--- src/hw/rtl/owutp_pkg.sv ---
package owutp_pkg;

    // Scratchpad length, check byte included
    localparam int SCRATCH_BYTES_DEF = 9;

    // Bus bytes
    localparam logic [7:0] RESET_BYTE = 8'hF0;
    localparam logic [7:0] SLOT_ONE   = 8'hFF;
    localparam logic [7:0] SLOT_ZERO  = 8'h00;

    // One-wire commands
    localparam logic [7:0] CMD_SKIP_ROM  = 8'hCC;
    localparam logic [7:0] CMD_READ_PAD  = 8'hBE;
    localparam logic [7:0] CMD_CONVERT   = 8'h44;

    // Reflected CRC-8 polynomial
    localparam logic [7:0] CRC_POLY = 8'h8C;

    // Temperature reported when no sensor answers
    localparam logic signed [11:0] TEMP_NONE = -12'sd990;

    // Input item command codes
    localparam logic CMD_START = 1'b0;
    localparam logic CMD_ECHO  = 1'b1;

    typedef enum logic [3:0] {
        PH_IDLE  = 4'd0,
        PH_RST1  = 4'd1,
        PH_SEND1 = 4'd2,
        PH_READ  = 4'd3,
        PH_RST2  = 4'd4,
        PH_SEND2 = 4'd5
    } t_phase;

    typedef struct packed {
        logic       cmd;
        logic [7:0] rx_byte;
    } t_in;

    typedef struct packed {
        logic              tx_send;
        logic [7:0]        tx_byte;
        logic              slow_baud;
        logic              sensor_present;
        logic              temp_update;
        logic signed [11:0] temperature;
        logic              crc_error;
        logic              cycle_done;
    } t_out;

    // Slot byte for one command bit, LSB first
    function automatic logic [7:0] bit_code(input logic [7:0] cmd_byte,
                                            input logic [2:0] idx);
        return cmd_byte[idx] ? SLOT_ONE : SLOT_ZERO;
    endfunction

endpackage

--- src/hw/rtl/owutp_ctrl.sv ---
module owutp_ctrl #(
    parameter int SCRATCH_BYTES = owutp_pkg::SCRATCH_BYTES_DEF
) (
    input  logic             i_clk,
    input  logic             i_rst_n,
    input  logic             i_step,
    input  owutp_pkg::t_in   i_in,
    output owutp_pkg::t_out  o_res
);

    localparam logic [3:0] LAST_BYTE = 4'(SCRATCH_BYTES - 1);

    owutp_pkg::t_phase r_phase, n_phase;
    logic [2:0]        r_bit, n_bit;
    logic [3:0]        r_byte, n_byte;
    logic [7:0]        r_shift, n_shift;
    logic [7:0]        r_crc, n_crc;
    logic [7:0]        r_low, n_low;
    logic [7:0]        r_high, n_high;
    logic signed [11:0] r_temp, n_temp;
    logic              r_present, n_present;

    logic              echo;
    logic              present_now;
    logic              send_last;
    logic              read_last;
    logic              rx_bit;
    logic              crc_fb;
    logic [7:0]        crc_shifted;
    logic [7:0]        shift_in;
    logic signed [7:0] whole_deg;
    logic signed [11:0] whole_wide;
    logic signed [11:0] temp_x10;
    logic [2:0]        send_bit;
    logic [3:0]        send_byte;
    logic [7:0]        second_cmd;

    assign echo        = (i_in.cmd == owutp_pkg::CMD_ECHO);
    assign present_now = (i_in.rx_byte != owutp_pkg::RESET_BYTE);
    assign send_last   = (r_bit == 3'd7) && (r_byte >= 4'd1);
    assign read_last   = (r_bit == 3'd7) && (r_byte >= LAST_BYTE);

    // Slot decode and CRC bit step
    assign rx_bit      = (i_in.rx_byte == owutp_pkg::SLOT_ONE);
    assign shift_in    = r_shift | (8'(rx_bit) << r_bit);
    assign crc_fb      = r_crc[0] ^ rx_bit;
    assign crc_shifted = {1'b0, r_crc[7:1]} ^ (crc_fb ? owutp_pkg::CRC_POLY : 8'h00);

    // Whole degrees from the middle eight bits of the raw reading, times ten
    assign whole_deg  = {r_high[3:0], r_low[7:4]};
    assign whole_wide = {{4{whole_deg[7]}}, whole_deg};
    assign temp_x10   = (whole_wide <<< 3) + (whole_wide <<< 1);

    // Command bit position after one send step
    assign send_bit   = (r_bit == 3'd7) ? 3'd0 : r_bit + 3'd1;
    assign send_byte  = (r_bit == 3'd7) ? 4'd1 : r_byte;
    assign second_cmd = (r_phase == owutp_pkg::PH_SEND1) ? owutp_pkg::CMD_READ_PAD
                                                         : owutp_pkg::CMD_CONVERT;

    // Next phase
    always_comb begin
        n_phase = r_phase;
        case (r_phase)
            owutp_pkg::PH_IDLE: begin
                if (!echo) n_phase = owutp_pkg::PH_RST1;
            end
            owutp_pkg::PH_RST1: begin
                if (echo) n_phase = present_now ? owutp_pkg::PH_SEND1 : owutp_pkg::PH_RST2;
            end
            owutp_pkg::PH_SEND1: begin
                if (echo && send_last) n_phase = owutp_pkg::PH_READ;
            end
            owutp_pkg::PH_READ: begin
                if (echo && read_last) n_phase = owutp_pkg::PH_RST2;
            end
            owutp_pkg::PH_RST2: begin
                if (echo) n_phase = present_now ? owutp_pkg::PH_SEND2 : owutp_pkg::PH_IDLE;
            end
            owutp_pkg::PH_SEND2: begin
                if (echo && send_last) n_phase = owutp_pkg::PH_IDLE;
            end
            default: n_phase = owutp_pkg::PH_IDLE;
        endcase
    end

    // Datapath and result for this item
    always_comb begin
        n_bit     = r_bit;
        n_byte    = r_byte;
        n_shift   = r_shift;
        n_crc     = r_crc;
        n_low     = r_low;
        n_high    = r_high;
        n_temp    = r_temp;
        n_present = r_present;
        o_res     = '0;

        case (r_phase)
            owutp_pkg::PH_IDLE: begin
                if (!echo) begin
                    n_bit             = 3'd0;
                    n_byte            = 4'd0;
                    o_res.tx_send     = 1'b1;
                    o_res.tx_byte     = owutp_pkg::RESET_BYTE;
                    o_res.slow_baud   = 1'b1;
                end
            end
            owutp_pkg::PH_RST1, owutp_pkg::PH_RST2: begin
                if (echo) begin
                    n_present = present_now;
                    if (present_now) begin
                        n_bit         = 3'd0;
                        n_byte        = 4'd0;
                        o_res.tx_send = 1'b1;
                        o_res.tx_byte = owutp_pkg::bit_code(owutp_pkg::CMD_SKIP_ROM, 3'd0);
                    end else if (r_phase == owutp_pkg::PH_RST1) begin
                        n_temp            = owutp_pkg::TEMP_NONE;
                        o_res.temp_update = 1'b1;
                        o_res.tx_send     = 1'b1;
                        o_res.tx_byte     = owutp_pkg::RESET_BYTE;
                        o_res.slow_baud   = 1'b1;
                    end else begin
                        o_res.cycle_done = 1'b1;
                    end
                end
            end
            owutp_pkg::PH_SEND1, owutp_pkg::PH_SEND2: begin
                if (echo) begin
                    n_bit = send_bit;
                    if (send_last) begin
                        n_byte = 4'd0;
                        if (r_phase == owutp_pkg::PH_SEND1) begin
                            n_crc         = 8'h00;
                            n_shift       = 8'h00;
                            o_res.tx_send = 1'b1;
                            o_res.tx_byte = owutp_pkg::SLOT_ONE;
                        end else begin
                            o_res.cycle_done = 1'b1;
                        end
                    end else begin
                        n_byte        = send_byte;
                        o_res.tx_send = 1'b1;
                        o_res.tx_byte = owutp_pkg::bit_code(
                            (send_byte == 4'd0) ? owutp_pkg::CMD_SKIP_ROM : second_cmd,
                            send_bit);
                    end
                end
            end
            owutp_pkg::PH_READ: begin
                if (echo) begin
                    n_shift = shift_in;
                    if (r_byte < LAST_BYTE) n_crc = crc_shifted;
                    o_res.tx_send = 1'b1;
                    o_res.tx_byte = owutp_pkg::SLOT_ONE;
                    if (r_bit != 3'd7) begin
                        n_bit = r_bit + 3'd1;
                    end else begin
                        n_bit   = 3'd0;
                        n_shift = 8'h00;
                        if (r_byte == 4'd0) n_low  = shift_in;
                        if (r_byte == 4'd1) n_high = shift_in;
                        if (r_byte >= LAST_BYTE) begin
                            // check byte: compare, then open the second reset
                            n_byte = 4'd0;
                            if (r_crc == shift_in) begin
                                n_temp            = temp_x10;
                                o_res.temp_update = 1'b1;
                            end else begin
                                o_res.crc_error = 1'b1;
                            end
                            o_res.tx_byte   = owutp_pkg::RESET_BYTE;
                            o_res.slow_baud = 1'b1;
                        end else begin
                            n_byte = r_byte + 4'd1;
                        end
                    end
                end
            end
            default: ;
        endcase

        o_res.sensor_present = n_present;
        o_res.temperature    = n_temp;
    end

    // Hold state between items
    always_ff @(posedge i_clk) begin
        if (!i_rst_n) begin
            r_phase   <= owutp_pkg::PH_IDLE;
            r_bit     <= 3'd0;
            r_byte    <= 4'd0;
            r_shift   <= 8'h00;
            r_crc     <= 8'h00;
            r_low     <= 8'h00;
            r_high    <= 8'h00;
            r_temp    <= owutp_pkg::TEMP_NONE;
            r_present <= 1'b0;
        end else if (i_step) begin
            r_phase   <= n_phase;
            r_bit     <= n_bit;
            r_byte    <= n_byte;
            r_shift   <= n_shift;
            r_crc     <= n_crc;
            r_low     <= n_low;
            r_high    <= n_high;
            r_temp    <= n_temp;
            r_present <= n_present;
        end
    end

`ifndef SYNTHESIS
    // An echo while idle leaves the block idle
    a_idle_echo: assert property (@(posedge i_clk) disable iff (!i_rst_n)
        i_step && r_phase == owutp_pkg::PH_IDLE && echo |=> r_phase == owutp_pkg::PH_IDLE)
        else $error("echo while idle left the idle phase");

    // A check byte mismatch moves on to the second reset
    a_crc_rst2: assert property (@(posedge i_clk) disable iff (!i_rst_n)
        i_step && o_res.crc_error |=> r_phase == owutp_pkg::PH_RST2)
        else $error("crc error did not lead to second reset");

    // Temperature changes only on an item that flags an update
    a_temp_hold: assert property (@(posedge i_clk) disable iff (!i_rst_n)
        i_step && !o_res.temp_update |=> r_temp == $past(r_temp))
        else $error("temperature changed without update flag");
`endif

endmodule

--- src/hw/rtl/onewire_uart_thermometer_poller.sv ---
// One-wire thermometer poller over a UART. Send a start item (cmd 0) to open a poll
// cycle and feed back every echoed UART byte as an item with cmd 1; each item yields
// exactly one result telling what to transmit next, at which baud, and the current
// presence, temperature (tenths of a degree, -990 with no sensor) and status flags.
// One item is taken per clock cycle; its result is held in the output register from the
// cycle after acceptance, and input is stalled only while that register is full and
// the receiver stalls it. All the per-item work, the CRC bit step included, is one
// pass of logic between the state registers and the output register.
module onewire_uart_thermometer_poller #(
    parameter int SCRATCH_BYTES = owutp_pkg::SCRATCH_BYTES_DEF
) (
    input  logic             i_clk,
    input  logic             i_rst_n,
    input  logic             i_in_valid,
    output logic             o_in_stall,
    input  owutp_pkg::t_in   i_in,
    output logic             o_out_valid,
    input  logic             i_out_stall,
    output owutp_pkg::t_out  o_out
);

    logic            step;
    logic            r_out_valid, n_out_valid;
    owutp_pkg::t_out r_out;
    owutp_pkg::t_out res;

    // Accept while the output register is free or being drained
    assign o_in_stall = r_out_valid && i_out_stall;
    assign step       = i_in_valid && !o_in_stall;

    owutp_ctrl #(
        .SCRATCH_BYTES(SCRATCH_BYTES)
    ) u_ctrl (
        .i_clk  (i_clk),
        .i_rst_n(i_rst_n),
        .i_step (step),
        .i_in   (i_in),
        .o_res  (res)
    );

    // Hold the result until taken
    assign n_out_valid = step || (r_out_valid && i_out_stall);

    always_ff @(posedge i_clk) begin
        if (!i_rst_n) begin
            r_out_valid <= 1'b0;
        end else begin
            r_out_valid <= n_out_valid;
        end
    end

    always_ff @(posedge i_clk) begin
        if (step) begin
            r_out <= res;
        end
    end

    assign o_out_valid = r_out_valid;
    assign o_out       = r_out;

endmodule
--- config.mk ---
export PLATFORM = sky130hd
export DESIGN_NAME = onewire_uart_thermometer_poller
export DESIGN_NICKNAME = d
export VERILOG_FILES = /design/src/hw/rtl/owutp_pkg.sv /design/src/hw/rtl/owutp_ctrl.sv /design/src/hw/rtl/onewire_uart_thermometer_poller.sv
export SDC_FILE = /design/constraint.sdc
export NUM_CORES = 1
export LEC_CHECK = 0
export BUFFER_PORTS_ARGS = -buffer_cell sky130_fd_sc_hd__buf_4
export CAP_MARGIN = 20
export CORE_ASPECT_RATIO = 0.8
export CORE_MARGIN = 4
export CORE_UTILIZATION = 35
export DETAILED_ROUTE_END_ITERATION = 8
export SYNTH_ARGS = -nofsm -noshare
export SYNTH_HDL_FRONTEND = slang
export SYNTH_SLANG_ARGS = --single-unit
--- constraint.sdc ---
create_clock -name i_clk -period 2.5 [get_ports i_clk]
set_input_delay 0.125 -clock i_clk [delete_from_list [all_inputs] [get_ports i_clk]]
set_output_delay 0.125 -clock i_clk [all_outputs]
set_load 0.01 [all_outputs]
==> results by group <==
Outcome
  • Outcome: finished clean

Yosys
  • Post-synthesis sequential area ratio: 38.6%
  • YS warnings: 0
  • Yosys top cell area share: 23.8%
  • Post-Synthesis Cells: 476
  • Ys async rst share: 0%
  • Ys flop type: dfxtp_1
  • Syn Area/Cell: 8.49 sq um
  • Number of synthesized flops with an enable pin: 20
  • Area of the mapped netlist: 0.00404 sq mm
  • Post-synth top area cell: dfxtp_1
  • Syn Nets: 502
  • Largest cells by area after synthesis: dfxtp_1, edfxtp_1, a21oi_1
  • Synthesized flop and latch total: 68
  • Count of different cell masters after synthesis: 74

Clock tree
  • Clock latency on the worst-skew pair: 330 ps
  • Clock Pin Slew Worst Setup and Hold Paths: 50 ps
  • TritonCTS clock tree: built
  • # clock sinks: 68
  • Setup Fix Bufs, Post-CTS: 0
  • CTS Root Cell: clkbuf_16
  • Hold_buf cts: 0
  • CTS Buffer Depth: 2
  • CTS Buf Count: 9
  • H-tree depth: 3

Hold path
  • Hold path depth: 2
  • WHS Endpoint: o_out_valid
  • Min-delay worst type: in -> reg
  • Worst hold start: i_in_valid

Floorplan
  • Core ar.: 0.0111 sq mm
  • DIE AREA: 0.0133 sq mm
  • IO Count: 41
  • Rows: 34
  • Die Span Y: 104 um
  • Initial Utilization: 36.5%
  • Die width: 128 um

Route
  • Via count: 3845
  • Total Routed Length: 10700 um
  • 1st-iter DRT viols: 360
  • Drt pass-1 iters: 5
  • Detailed-route DRC error count: 0
  • Detailed-route wire length per cell: 15.7 um
  • Via density: 5.61
  • Detail Route Antenna Nets: 0

Global route
  • Largest net degree at the start of global routing: 24
  • Initial antenna violation count: 0
  • First-pass GRT wire length: 17700 um
  • Number of global-route vias before repair: 3498
  • Global route overflow: 0
  • All-layer global routing usage: 16.4%

Worst setup path
  • WS Path Type: reg -> reg
  • Crit path DAT: 2420 ps
  • Crit start category: flip-flop
  • Worst r2r path cells: 9
  • Critical path endpoint category: flip-flop
  • Critical path peak fanout: 11
  • R2R Path End: o_out[3]
  • Reg2reg start: u_ctrl.r_bit[1]
  • WP data required: 2580 ps
  • R2R setup slack: 160 ps

Flow run
  • Max-cap violations: 0

Timing
  • Final WS setup: 161 ps
  • Final Hold Fails: 0
  • Minimum clock period after layout: 2340 ps
  • Count of final setup violators: 0
  • Tcrit/Tclk final: 93.6%
  • Clock skew: 9.00 ps
  • Fmax: 428 MHz
  • Worst Max-Slew Pin Slew: 594 ps
  • Slew margin rel.: 60.1%
  • TNS Setup: 0 ps
  • Final Max Tran Viols: 0
  • WHS: 8.15 ps

Place
  • Final GP Congestion: 0.961
  • Placed wire-length estimate: 8090 um
  • Placement Setup Slack: 4.82 ps
  • Port Buffers: 40

Pwr
  • Total power draw: 0.00280 W
  • Lkg Pwr: 1.89 nW
  • VDD IR-drop max: 0.327 mV
  • P per Cell Area: 559 mW/mm^2

Finish
  • Synth-to-layout area growth: 23.8%
  • Area occupied by multi-input gates: 0.00223 sq mm
  • Layout Nets: 562
  • # diodes: 0
  • Most common cell after layout, fill and taps aside: buf_4
  • Most frequent cells in the layout: buf_4, nor2_1, nand2_1
  • Register Area: 0.00156 sq mm
  • Final core utilization: 45.3%
  • Filler cells: 1097
  • Share of cells above drive strength 1: 22.4%
==> sequential cells by signal, indices dropped and copies added (netlist names) <==
| name | cells |
|---|---|
| u_ctrl.r_bit | 3 |
| u_ctrl.r_byte | 4 |
| u_ctrl.r_low | 4 |
| u_ctrl.r_temp | 12 |
| u_ctrl.r_high | 4 |
| u_ctrl.r_crc | 8 |
| u_ctrl.r_shift | 8 |
| o_out_valid | 1 |
| o_out | 20 |
| u_ctrl.r_present | 1 |
| u_ctrl.r_phase | 3 |
==> cell usage after synthesis, drive strengths merged, types with 10 or more instances <==
| library cell | number |
|---|---|
| dfxtp | 48 |
| nor3 | 11 |
| buf | 23 |
| nand3 | 16 |
| inv | 18 |
| clkbuf | 14 |
| a21oi | 43 |
| a31oi | 10 |
| o21ai | 19 |
| nand2 | 50 |
| ha | 12 |
| edfxtp | 20 |
| nor2 | 56 |
==> repair_timing <==
item                                   CTS  global route
resized for setup                        1             4
setup endpoints to repair                5            33
endpoints found under the hold margin    0             0
==> worst max-delay path, cell delays in order, from the launching register on <==
cell	delay (ps)
dfxtp_1	490
buf_12	170
nor3_1	60
a311o_1	360
a32oi_1	150
and4b_2	340
buf_4	150
a41o_1	160
nand2_1	70
o21a_1	140
==> per-layer routing <==
metal / routed length, um / vias up / track usage, %
met5: 0 / - / 0
met4: 151 / 0 / 4.32
met3: 728 / 15 / 3.95
met2: 4570 / 163 / 24.3
met1: 5290 / 1793 / 23.7
li1: - / 1874 / -
==> how the worst max path moves through the flow <==
stage	startpoint	endpoint	slack (ps)	cells past startpoint
final	u_ctrl.r_bit[1]	o_out[3]	160	9
after global routing	u_ctrl.r_bit[1]	o_out[6]	-9	9
after CTS	u_ctrl.r_bit[2]	o_out[3]	20	8
after detailed placement	u_ctrl.r_bit[0]	o_out[3]	5	8
after global placement	u_ctrl.r_bit[0]	o_out[13]	50	8
after floorplan	u_ctrl.r_byte[1]	u_ctrl.r_crc[7]	230	11
==> stage by stage <==
step / instances / cell area (sq um)
after CTS: 685 / 4990
after floorplan: 476 / 4040
after global placement: 669 / 4700
after global routing: 685 / 5010
after detailed placement: 669 / 4700
final: 685 / 5010
==> where the power goes <==
part	switching (W)	internal (W)	leakage, nW	total [W]
combinational	0.000203	0.000148	1.17	0.000351
clock	0.000479	0.000771	0.142	0.00125
sequential	0.0000262	0.00117	0.578	0.00120
==> cells by family (layout without fill, tap and decap cells) <==
kind of cell	count (synthesis)	after routing	synth area share, %
and+or+nand+nor	183	183	23.2
AOI/OAI and AO/OA	141	141	23.7
DFF	68	68	38.6
buffers and inverters	55	120	6.47
adders and majority gates	13	13	4.21
xor gates and xnor gates	8	8	1.73
muxes	8	8	1.98
==> layout make-up <==
| cell class | instances | share of cell area, % |
|---|---|---|
| clock buffers | 10 | 4.57 |
| clock inverters | 6 | 1.30 |
| inverters | 18 | 1.35 |
| multi-input cells | 353 | 44.5 |
| flip-flops and latches | 68 | 31.2 |
| well taps | 144 | 3.60 |
| repair buffers | 86 | 13.4 |
Power figures use the tool's default switching activity.
